[src/hdl/mhjs_pkg.sv]
// Shared types, constants and helpers for the min-heap job scheduler.
package mhjs_pkg;

    localparam int MAX_THREADS = 64;
    localparam int POS_W       = $clog2(MAX_THREADS);
    localparam int BANK_DEPTH  = MAX_THREADS / 2;
    localparam int BANK_AW     = POS_W - 1;

    localparam int WORKER_W = 6;
    localparam int TIME_W   = 64;
    localparam int DUR_W    = 32;
    localparam int CNT_W    = 7;
    localparam int CMP_W    = (POS_W + 2 > CNT_W) ? POS_W + 2 : CNT_W;

    localparam int IN_W     = 32;
    localparam int OUT_W    = 72;
    localparam int OUT_PAD  = OUT_W - WORKER_W - TIME_W;

    localparam int APB_AW   = 3;
    localparam int APB_DW   = 32;
    localparam logic REG_ACTIVE_THREADS = 1'b0;

    localparam logic [CNT_W-1:0] ACTIVE_MAX   = CNT_W'(MAX_THREADS);
    localparam logic [CNT_W-1:0] ACTIVE_RESET = (64 < MAX_THREADS) ? CNT_W'(64) : ACTIVE_MAX;

    typedef struct packed {
        logic [TIME_W-1:0]   free_time;
        logic [WORKER_W-1:0] worker;
    } entry_t;

    // controller -> datapath
    typedef struct packed {
        logic load;   // take a new job: root goes out, root + duration starts sifting
        logic step;   // compare at current position and write one heap entry
    } cmd_t;

    // datapath -> controller
    typedef struct packed {
        logic stop;   // sift ends at the current position
    } stat_t;

    // a ranks ahead of b: earlier free time, then lower worker id
    function automatic logic entry_before(entry_t a, entry_t b);
        logic r;
        if (a.free_time != b.free_time) begin
            r = a.free_time < b.free_time;
        end else begin
            r = a.worker < b.worker;
        end
        return r;
    endfunction

endpackage

[src/hdl/mhjs_ctrl.sv]
// Sequencer for job acceptance, sift-down steps and the result handshake.
module mhjs_ctrl (
    input  logic                aclk,
    input  logic                aresetn,
    input  logic                s_tvalid,
    output logic                s_tready,
    output logic                m_tvalid,
    input  logic                m_tready,
    output mhjs_pkg::cmd_t      cmd,
    input  mhjs_pkg::stat_t     stat
);

    typedef enum logic [1:0] {
        ST_IDLE,
        ST_READ,
        ST_CMP
    } state_t;

    state_t state_reg, state_next;
    logic   m_valid_reg, m_valid_next;
    logic   accept;

    assign s_tready = (state_reg == ST_IDLE) && (!m_valid_reg || m_tready);
    assign accept   = s_tvalid && s_tready;
    assign m_tvalid = m_valid_reg;

    always_comb begin
        cmd.load = accept;
        cmd.step = (state_reg == ST_CMP);
    end

    always_comb begin
        state_next   = state_reg;
        m_valid_next = m_valid_reg;
        if (m_valid_reg && m_tready) begin
            m_valid_next = 1'b0;
        end
        case (state_reg)
            ST_IDLE: begin
                if (accept) begin
                    state_next   = ST_READ;
                    m_valid_next = 1'b1;
                end
            end
            ST_READ: begin
                state_next = ST_CMP;
            end
            ST_CMP: begin
                state_next = stat.stop ? ST_IDLE : ST_READ;
            end
            default: begin
                state_next = ST_IDLE;
            end
        endcase
    end

    always_ff @(posedge aclk) begin
        if (!aresetn) begin
            state_reg   <= ST_IDLE;
            m_valid_reg <= 1'b0;
        end else begin
            state_reg   <= state_next;
            m_valid_reg <= m_valid_next;
        end
    end

endmodule

[config.mk]
export PLATFORM = sky130hd
export DESIGN_NAME = mhjs_ctrl
export DESIGN_NICKNAME = d
export VERILOG_FILES = /design/src/hdl/mhjs_pkg.sv /design/src/hdl/mhjs_ctrl.sv
export SDC_FILE = /design/constraint.sdc
export NUM_CORES = 1
export LEC_CHECK = 0
export BUFFER_PORTS_ARGS = -buffer_cell sky130_fd_sc_hd__buf_2
export CAP_MARGIN = 20
export CORE_AREA = 2 2 39 41
export DETAILED_ROUTE_END_ITERATION = 16
export DIE_AREA = 0 0 41 43
export GPL_TIMING_DRIVEN = 0
export PLACE_DENSITY = 0.3
export SYNTH_ARGS = -nofsm -noshare
export SYNTH_HDL_FRONTEND = slang
export SYNTH_SLANG_ARGS = --single-unit
[constraint.sdc]
create_clock -name aclk -period 0.9 [get_ports aclk]
set_clock_uncertainty 0.1 [all_clocks]
set_input_delay 0.09 -clock aclk [delete_from_list [all_inputs] [get_ports aclk]]
set_output_delay 0.09 -clock aclk [all_outputs]
set_load 0.1 [all_outputs]
==> out/metrics.cfg, run 1 <==
[global_route]
first_global_vias=160
grt_first_pass_wirelength_um=565
largest_net_degree_at_the_start_of_global_routing=5
antenna_found_initial=0
grt-ovfl-total=0
globalRouteTotalUtil_pct=5.025

[worst_setup_path]
crit_start=state_reg[0]
number_of_buffer_and_inverter_stages_on_the_critical_path=1
critical-path-max-stage-delay_ps=360
crit_slowest_cell=sky130_fd_sc_hd__dfxtp_4
worstSetupEndpointType=primary output
data_required_time_of_the_worst_path_ps=710
timing.rr.start=state_reg[1]
rr_worst_depth=3
critPathLaunchType=flop
timing.critical_path.cells=nor2_4 > and3_4 > buf_12
data_arrival_at_the_endpoint_of_the_critical_path_ps=1050
worstPathMaxFanout=4
cp-endpoint=cmd[1]
r2r-end=state_reg[0]
worst-path-stages=3
ff2ff_setup_slack_ps=-80
cpLargestDelayFamily=flip-flops
criticalPathCategory=flop to primary output

[clocking]
cts_max_path_buffers=2
clk-insertion-delay-late_ps=230
cts_tree=built
clock-root-buffer=sky130_fd_sc_hd__clkbuf_4
cts.hold.buffers_added=0
cts.sinks=3
clk_pin_slew_ps=30
tritoncts.num_buffers=3
h-tree-depth=1

[routing]
antenna_left=0
route.detailed.drc=0
detailedRoute.firstIterationViolations=0
detailedRoute.firstPassIterationCount=1
postRouteWirelength_um=370
route.top_layer_used=met3
met3_wirelength_um=33
detail_route.vias_per_cell=3.532
post_detailed_route_wirelength_per_cell_um=7.872
wl_met1_um=140
detailroute.via_count=166
detailroute.wirelength.met2_um=195

[finish]
postLayoutCellArea_um2=361.6
insertedDiodeCount=0
largest_register_ff_count=2
share_of_post_route_cells_with_drive_strength_above_1_pct=77.42
area.growth.synth_to_final_pct=147.0
finalNetCount=37
layout.filler_cells=154
instances_no_fill=47

[power]
netSwitchingPower_w=0.0002408
power.share.switching_pct=36.28
power_density_nw_per_um2=1836
p_leak_nw=0.1531
power.internal_w=0.0004229
worst_ir_drop_vdd_mv=0.5768
power.sequential.fraction_pct=23.5
clock_power_share_pct=34.5
combinationalPowerShare_pct=42.0

[timing]
timing.final.crit_period_ps=1240
final.period_utilization_pct=137.8
finalSetupViolations=5
final_hold_viol_count=0
postLayoutSetupSlackWorst_ps=-340.2
fin_tns_setup_ps=-1154
fmax_ghz=0.8063
slew_violations=0
grt_setup_unrepaired=true
worst-slew-pin-transition_ps=203.1
max_slew_margin_pct=86.40
timing.hold.ws_ps=11.26

[run_status]
failed_checks=setup timing
run_status=finished, violations left

[synth]
ys_seq_elements=3
avgSynthCellArea_um2=8.611
syn_nets=22
ys_types=12
synth_top_area_share_pct=41.03
postSynthCellCount=17
post_synthesis_sequential_area_ratio_pct=41.03
synth.area.top_cells=sky130_fd_sc_hd__dfxtp_1, sky130_fd_sc_hd__and3_1, sky130_fd_sc_hd__nor2b_1
post-synth-top-area-cell=sky130_fd_sc_hd__dfxtp_1
synth_area_um2=146.4
yosysWarnings=0

[placed_design]
placed_area_um2=256.5
port-buffer-count=8
dp.cells=41
dpl.hpwl_um=298.8
routability_congestion_estimate_from_global_placement=0.5960

[floorplanning]
die-area_um2=1763
floorplan.initialDensity_pct=10.58
design.portCount=9
core_region_area_um2=1384
dieHeight_um=43
die_x_um=41
placement_rows=14

[min_path]
holdCritPathClass=input pin to flop

[run]
max_cap_violations=0

-- cell usage in the layout, fill, tap and decap left out --
cell type	netlist	final
sky130_fd_sc_hd__a21oi_1	1	1
sky130_fd_sc_hd__a31oi_1	1	1
sky130_fd_sc_hd__and2b_1	1	1
sky130_fd_sc_hd__and3_1	2	1
sky130_fd_sc_hd__and3_4	0	1
sky130_fd_sc_hd__buf_12	0	4
sky130_fd_sc_hd__buf_2	0	4
sky130_fd_sc_hd__buf_4	1	2
sky130_fd_sc_hd__buf_6	0	1
sky130_fd_sc_hd__clkbuf_1	0	1
sky130_fd_sc_hd__clkbuf_4	0	3
sky130_fd_sc_hd__dfxtp_4	0	3
sky130_fd_sc_hd__inv_2	0	1
sky130_fd_sc_hd__nand2b_1	1	1
sky130_fd_sc_hd__nor2_4	0	2
sky130_fd_sc_hd__nor2b_1	2	1
sky130_fd_sc_hd__nor2b_4	0	1
sky130_fd_sc_hd__nor3_4	0	1
sky130_fd_sc_hd__nor3b_2	1	1
-- per-layer routing --
| layer | up-vias | track usage, % |
|---|---|---|
| li1 | 84 | - |
| met1 | 77 | 6.129 |
| met2 | 5 | 5.938 |
| met3 | 0 | 1.571 |
| met4 | 0 | 6.000 |
| met5 | - | 0 |
-- final cells by class --
| cell class | instances | area (um2) | share of cell area, % |
|---|---|---|---|
| clock buffers | 4 | 26.28 | 7.266 |
| inverters | 1 | 3.754 | 1.038 |
| multi-input cells | 12 | 113.9 | 31.49 |
| flip-flops and latches | 3 | 71.32 | 19.72 |
| well taps | 16 | 20.02 | 5.536 |
| repair buffers | 11 | 126.4 | 34.95 |
-- power by group through the flow --
stage / registers [W] / logic (W) / clock network (W)
after floorplan: 0.000186 / 0.000160 / 0
after global placement: 0.000160 / 0.000216 / 0
final: 0.000156 / 0.000279 / 0.000229
after CTS: 0.000158 / 0.000272 / 0.000243
after global routing: 0.000158 / 0.000289 / 0.000249
after detailed placement: 0.000161 / 0.000216 / 0
-- through the flow --
step / power, W / setup WS (ps) / util [%]
2_1_floorplan: 0.0003457 / -692.7 / -
5_1_grt: 0.0006958 / -368.7 / 26.13
3_5_place_dp: 0.0003765 / -471.2 / 18.54
4_1_cts: 0.0006721 / -358.5 / 25.32
3_3_place_gp: 0.0003765 / -472.8 / 18.54
6_report: 0.0006637 / -340.2 / 26.13
-- worst min path at each step --
stage / from / endpoint / slack [ps] / cells after the start
final: aresetn / m_tvalid / 10 / 2
after global routing: aresetn / state_reg[1] / 30 / 2
after CTS: aresetn / m_tvalid / 10 / 2
after detailed placement: aresetn / m_tvalid / 250 / 2
after global placement: aresetn / m_tvalid / 240 / 2
after floorplan: aresetn / m_tvalid / 120 / 1
-- synthesized netlist by cell type --
cell type	n
sky130_fd_sc_hd__a31oi_1	1
sky130_fd_sc_hd__and2b_1	1
sky130_fd_sc_hd__nor2b_1	2
sky130_fd_sc_hd__and3_1	2
sky130_fd_sc_hd__nor3_1	1
sky130_fd_sc_hd__inv_1	1
sky130_fd_sc_hd__nand2b_1	1
sky130_fd_sc_hd__a21oi_1	1
sky130_fd_sc_hd__nor2_1	2
sky130_fd_sc_hd__dfxtp_1	3
sky130_fd_sc_hd__buf_4	1
sky130_fd_sc_hd__nor3b_2	1
-- kinds of logic (layout without fill, tap and decap cells) --
group / after synthesis / count (layout) / share of synthesized area, %
AO/OA/AOI/OAI: 2 / 2 / 7.692
AND/OR/NAND/NOR: 10 / 10 / 43.59
buffers and inverters: 2 / 16 / 7.692
flip-flops: 3 / 3 / 41.03
-- repair_timing --
item | CTS | global route
buffers inserted | 2 | 1
setup endpoints to repair | 6 | 6
gates resized for setup | 20 | 1
pin swaps | 4 | 0
Note: power is estimated with default switching activity, not from simulation.
==> run 2, diff against run 1 <==
--- a/config.mk
+++ b/config.mk
@@ -7,11 +7,13 @@
 export LEC_CHECK = 0
 export BUFFER_PORTS_ARGS = -buffer_cell sky130_fd_sc_hd__buf_2
 export CAP_MARGIN = 20
+export CELL_PAD_IN_SITES_DETAIL_PLACEMENT = 1
+export CELL_PAD_IN_SITES_GLOBAL_PLACEMENT = 1
 export CORE_AREA = 2 2 39 41
 export DETAILED_ROUTE_END_ITERATION = 16
 export DIE_AREA = 0 0 41 43
 export GPL_TIMING_DRIVEN = 0
-export PLACE_DENSITY = 0.3
+export PLACE_DENSITY = 0.37
 export SYNTH_ARGS = -nofsm -noshare
 export SYNTH_HDL_FRONTEND = slang
 export SYNTH_SLANG_ARGS = --single-unit
==> constraint.sdc (replaced) <==
create_clock -name aclk -period 1.4 [get_ports aclk]
set_clock_uncertainty 0.1 [all_clocks]
set_input_delay 0.14 -clock aclk [delete_from_list [all_inputs] [get_ports aclk]]
set_output_delay 0.14 -clock aclk [all_outputs]
set_load 0.1 [all_outputs]
==> run 2 against run 1 <==
Against the previous run:
- the run now ends clean
- largest cell class is now multi-input combinational cells
- global-route usage increased by 0.80 points
- design area decreased by 19%
- utilization fell by 4.9 points
- register-to-register slack improved by 520 ps
- via count down 3.0%
- combinational power down 48%
- worst setup slack improved by 380 ps
- count of clock-buffer cells in the layout unchanged
- clock power fell by 35%
==> out/metrics.cfg, run 2 (synthesized netlist as in run 1, its figures left out) <==
[run_status]
run_status=finished clean  ; was finished, violations left

[floorplanning]
dieHeight_um=43  ; unchanged
design.portCount=9  ; unchanged
die-area_um2=1763  ; unchanged
die_x_um=41  ; unchanged
placement_rows=14  ; unchanged
floorplan.initialDensity_pct=10.58  ; unchanged
core_region_area_um2=1384  ; unchanged

[timing]
timing.hold.ws_ps=53.81  ; was 11.26 ps
postLayoutSetupSlackWorst_ps=37.90  ; was -340.2 ps
fin_tns_setup_ps=0  ; was -1154 ps
worst-slew-pin-transition_ps=483.0  ; was 203.1 ps
final_hold_viol_count=0  ; unchanged
slew_violations=0  ; unchanged
final.period_utilization_pct=97.29
max_slew_margin_pct=68.02  ; was 86.40%
grt_setup_unrepaired=true  ; unchanged
finalSetupViolations=0  ; was 5
fmax_ghz=0.7342
timing.final.crit_period_ps=1362

[finish]
mostFrequentLayoutCells=sky130_fd_sc_hd__buf_2, sky130_fd_sc_hd__clkbuf_4, sky130_fd_sc_hd__and3_1, sky130_fd_sc_hd__buf_4, sky130_fd_sc_hd__dfxtp_4  ; was sky130_fd_sc_hd__buf_2, sky130_fd_sc_hd__buf_12, sky130_fd_sc_hd__clkbuf_4, sky130_fd_sc_hd__dfxtp_4
finalNetCount=35  ; was 37
area.growth.synth_to_final_pct=100.9  ; was 147.0%
largest_register_ff_count=2  ; unchanged
share_of_post_route_cells_with_drive_strength_above_1_pct=68.97  ; was 77.42%
instances_no_fill=45  ; was 47
layout.cells.most_common=sky130_fd_sc_hd__buf_2
insertedDiodeCount=0  ; unchanged
utilization_pct=21.25  ; was 26.13%

[clocking]
postCtsSetupBuffers=0  ; was 2
cts_max_path_buffers=2  ; unchanged
clk-insertion-delay-late_ps=230  ; about the same
clock-root-buffer=sky130_fd_sc_hd__clkbuf_4  ; unchanged
h-tree-depth=1  ; unchanged
tritoncts.num_buffers=3  ; unchanged
cts.hold.buffers_added=0  ; unchanged
clk_pin_slew_ps=40  ; was 30 ps
cts_tree=built  ; unchanged
cts.sinks=3  ; unchanged

[placed_design]
pre_cts_slack_ps=-18.39  ; was -471.2 ps
dp.cells=41  ; unchanged
dpl.hpwl_um=295.9  ; was 298.8 um
port-buffer-count=8  ; unchanged
routability_congestion_estimate_from_global_placement=0.6148  ; was 0.5960

[routing]
detailroute.via_count=161  ; was 166
detailedRoute.firstIterationViolations=0  ; unchanged
post_detailed_route_wirelength_per_cell_um=8.111  ; was 7.872 um
route.detailed.drc=0  ; unchanged
detailedRoute.firstPassIterationCount=1  ; unchanged
antenna_left=0  ; unchanged
postRouteWirelength_um=365  ; was 370 um
detail_route.vias_per_cell=3.578  ; was 3.532

[power]
worst_ir_drop_vdd_mv=0.2553  ; was 0.5768 mV
p_leak_nw=0.1292  ; was 0.1531 nW
power_density_nw_per_um2=1340  ; was 1836 nW/um2

[worst_setup_path]
cpLargestDelayFamily=flip-flops  ; unchanged
crit_slowest_cell=sky130_fd_sc_hd__dfxtp_4  ; unchanged
number_of_buffer_and_inverter_stages_on_the_critical_path=2  ; was 1
criticalPathCategory=flop to primary output  ; unchanged
ff2ff_setup_slack_ps=440  ; was -80 ps
timing.critical_path.cells=nor2_2 > and3_1 > buf_4 > buf_12  ; was nor2_4 > and3_4 > buf_12
data_required_time_of_the_worst_path_ps=1160  ; was 710 ps
critical-path-max-stage-delay_ps=390  ; was 360 ps
worstPathMaxFanout=5  ; was 4
critPathLaunchType=flop  ; unchanged
worstSetupEndpointType=primary output  ; unchanged
cp-endpoint=cmd[1]  ; unchanged
crit_start=state_reg[0]  ; unchanged
worst-path-stages=4  ; was 3
timing.rr.start=state_reg[1]  ; unchanged
data_arrival_at_the_endpoint_of_the_critical_path_ps=1120  ; was 1050 ps
r2r-end=state_reg[0]  ; unchanged
rr_worst_depth=3  ; unchanged

[global_route]
antenna_found_initial=0  ; unchanged
grt_first_pass_wirelength_um=600  ; was 565 um
globalRouteTotalUtil_pct=5.823  ; was 5.025%
largest_net_degree_at_the_start_of_global_routing=6  ; was 5
grt-ovfl-total=0  ; unchanged
first_global_vias=168  ; was 160

[min_path]
holdCritPathClass=input pin to flop  ; unchanged

[run]
max_cap_violations=0  ; unchanged

## run 2: changes by cell type in the layout (fill, tap and decap cells not counted), sizes merged
cell,change
buf,-2
## run 2: layout make-up
type	instances	area (um2)
Buffer	1	7.507
Clock buffer	4	26.28
Fill cell	170	1090
Inverter	1	3.754
Multi-Input combinational cell	12	103.9
Sequential cell	3	68.82
Tap cell	16	20.02
Timing Repair Buffer	8	63.81
## run 2: worst min-delay path by stage
stage	start	end	slack (ps)	cells past startpoint
global placement	aresetn	m_tvalid	290	2
floorplan	aresetn	m_tvalid	170	1
CTS	aresetn	m_tvalid	50	2
detailed placement	aresetn	m_tvalid	300	2
finish	aresetn	m_tvalid	50	2
global route	aresetn	state_reg[0]	80	2
## run 2: per-layer routing
layer / vias to the layer above / track usage [%] / routed length [um]
li1: 80 / - / -
met1: 75 / 5.145 / 134
met2: 6 / 7.500 / 191
met3: 0 / 1.571 / 39
met4: 0 / 10.00 / 0
met5: - / 0 / 0
## run 2: stage by stage
stage,cell area [um2],total power [W]
2_1_floorplan,176.4,0.0002093
3_3_place_gp,236.5,0.0002296
3_5_place_dp,236.5,0.0002301
4_1_cts,291.5,0.0004054
5_1_grt,294.0,0.0004229
6_report,294.0,0.0003939
## run 2: power by group
part,internal [W],leakage (nW),total [W],switching (W)
logic,0.0000469,0.0878,0.000145,0.0000980
clock network,0.000107,0.0150,0.000148,0.0000412
registers,0.0000920,0.0264,0.000101,0.00000932
## run 2: timing repair
action                                  CTS  global route
gates resized for setup                  10             1
gates cloned                              0             0
endpoints found under the setup margin    3             1
endpoints found under the hold margin     0             0
==> run 3, diff against run 2 <==
==> constraint.sdc (replaced) <==
create_clock -name aclk -period 1.7 [get_ports aclk]
set_clock_uncertainty 0.1 [all_clocks]
set_input_delay 0.17 -clock aclk [delete_from_list [all_inputs] [get_ports aclk]]
set_output_delay 0.17 -clock aclk [all_outputs]
set_load 0.1 [all_outputs]
==> run 3 against run 2 <==
Against the previous run:
- die area unchanged
- largest cell class unchanged
- largest power group unchanged
- critical path depth unchanged
- first-iteration DRC count up 2
- clock power down 18%
- highest routed layer unchanged
- combinational power down 29%
- total power down 22%
==> out/metrics.cfg, run 3 (synthesized netlist as in run 1, its figures left out) <==
[run_status]
run_status=finished clean  ; unchanged

[worst_setup_path]
criticalPathCategory=flop to primary output  ; unchanged
timing.rr.start=state_reg[1]  ; unchanged
rr_worst_depth=3  ; unchanged
critPathLaunchType=flop  ; unchanged
data_arrival_at_the_endpoint_of_the_critical_path_ps=1310  ; was 1120 ps
data_required_time_of_the_worst_path_ps=1430  ; was 1160 ps
worstSetupEndpointType=primary output  ; unchanged
ff2ff_setup_slack_ps=680  ; was 440 ps
cp-endpoint=cmd[1]  ; unchanged
r2r-end=state_reg[0]  ; unchanged
worstPathMaxFanout=5  ; unchanged
crit_start=state_reg[0]  ; unchanged

[clocking]
cts_max_path_buffers=2  ; unchanged
gates_resized_cts_repair=1  ; was 10
cts.sinks=3  ; unchanged
h-tree-depth=1  ; unchanged
cts.hold.buffers_added=0  ; unchanged
clk-insertion-delay-late_ps=230  ; about the same
cts_tree=built  ; unchanged
clock-root-buffer=sky130_fd_sc_hd__clkbuf_4  ; unchanged
postCtsSetupBuffers=0  ; unchanged
tritoncts.num_buffers=3  ; unchanged
clk_pin_slew_ps=40  ; about the same

[timing]
slew_violations=0  ; unchanged
final_hold_viol_count=0  ; unchanged
fmax_ghz=0.6340
postLayoutSetupSlackWorst_ps=122.8  ; was 37.90 ps
final.period_utilization_pct=92.78
finalSetupViolations=0  ; unchanged
grt_setup_unrepaired=false  ; was true
fin_tns_setup_ps=0  ; unchanged
timing.final.crit_period_ps=1577
worst-slew-pin-transition_ps=486.1  ; was 483.0 ps
max_slew_margin_pct=67.82  ; was 68.02%

[power]
worst_ir_drop_vdd_mv=0.3318  ; was 0.2553 mV
p_leak_nw=0.1179  ; was 0.1292 nW
power.total_w=0.0003088  ; was 0.0003939 W
power_density_nw_per_um2=1234  ; was 1340 nW/um2

[floorplanning]
design.portCount=9  ; unchanged
die-area_um2=1763  ; unchanged
placement_rows=14  ; unchanged
core_region_area_um2=1384  ; unchanged
floorplan.initialDensity_pct=10.58  ; unchanged
die_x_um=41  ; unchanged
dieHeight_um=43  ; unchanged

[finish]
insertedDiodeCount=0  ; unchanged
finalNetCount=35  ; unchanged
share_of_post_route_cells_with_drive_strength_above_1_pct=55.17  ; was 68.97%
layout.cells.most_common=sky130_fd_sc_hd__buf_2  ; unchanged
largest_register_ff_count=2  ; unchanged
mostFrequentLayoutCells=sky130_fd_sc_hd__buf_2, sky130_fd_sc_hd__clkbuf_4  ; was sky130_fd_sc_hd__buf_2, sky130_fd_sc_hd__clkbuf_4, sky130_fd_sc_hd__and3_1, sky130_fd_sc_hd__buf_4, sky130_fd_sc_hd__dfxtp_4
area.growth.synth_to_final_pct=70.94  ; was 100.9%

[global_route]
antenna_found_initial=0  ; unchanged
grt-ovfl-total=0  ; unchanged
grt_first_pass_wirelength_um=634  ; was 600 um
globalRouteTotalUtil_pct=6.024  ; was 5.823%
first_global_vias=171  ; was 168
largest_net_degree_at_the_start_of_global_routing=6  ; unchanged

[routing]
route.detailed.drc=0  ; unchanged
post_detailed_route_wirelength_per_cell_um=8.622  ; was 8.111 um
detailedRoute.firstPassIterationCount=2  ; was 1
detail_route.vias_per_cell=3.422  ; was 3.578
detailedRoute.firstIterationViolations=2  ; was 0
postRouteWirelength_um=388  ; was 365 um
detailroute.via_count=154  ; was 161
antenna_left=0  ; unchanged

[min_path]
holdCritPathClass=input pin to flop  ; unchanged
hold_path.startpoint=aresetn  ; unchanged

[run]
max_cap_violations=0  ; unchanged

[placed_design]
port-buffer-count=8  ; unchanged
pre_cts_slack_ps=249.7  ; was -18.39 ps
routability_congestion_estimate_from_global_placement=0.6469  ; was 0.6148

-- run 3: cell counts in the layout (fill, tap and decap cells not counted) --
No cell type changed its count.
-- run 3: stage by stage --
step	cell area [um2]	instances	hold slack, ps	util [%]
global route	250.2	45	92.88	18.08
global placement	221.5	41	316.8	16.00
floorplan	161.4	17	198.0	-
CTS	250.2	45	86.23	18.08
detailed placement	221.5	41	319.9	16.00
finish	250.2	45	82.70	18.08
-- run 3: final cells by class --
class	instances	area (um2)
inverters	1	3.754
fillers	169	1134
well taps	16	20.02
multi-input cells	12	88.84
flip-flops and latches	3	61.31
clock buffers	4	26.28
plain buffers	1	7.507
repair buffers	8	42.54
-- run 3: worst min path at each step --
stage | to | cells past startpoint
6_report | m_tvalid | 2
5_1_grt | m_tvalid | 2
4_1_cts | m_tvalid | 2
3_5_place_dp | m_tvalid | 2
3_3_place_gp | m_tvalid | 2
2_1_floorplan | m_tvalid | 1
-- run 3: report_power, final --
group / internal (W) / total [W] / leakage (nW) / switching (W)
clock network: 0.0000878 / 0.000122 / 0.0150 / 0.0000347
logic: 0.0000251 / 0.000103 / 0.0779 / 0.0000784
registers: 0.0000762 / 0.0000828 / 0.0250 / 0.00000662
total: 0.000189 / 0.000309 / 0.118 / 0.000120
-- run 3: per-layer routing --
metal,track usage [%],vias to the layer above,wire length (um)
li1,-,81,-
met1,6.752,66,179
met2,7.187,7,161
met3,3.665,0,47
met4,6.000,0,0
met5,0,-,0
-- run 3: worst max-delay path, cell delays in order, from the launching register on --
cell	delay, ps
sky130_fd_sc_hd__dfxtp_1	470
sky130_fd_sc_hd__nor2_1	90
sky130_fd_sc_hd__and3_1	180
sky130_fd_sc_hd__buf_4	120
sky130_fd_sc_hd__buf_4	220
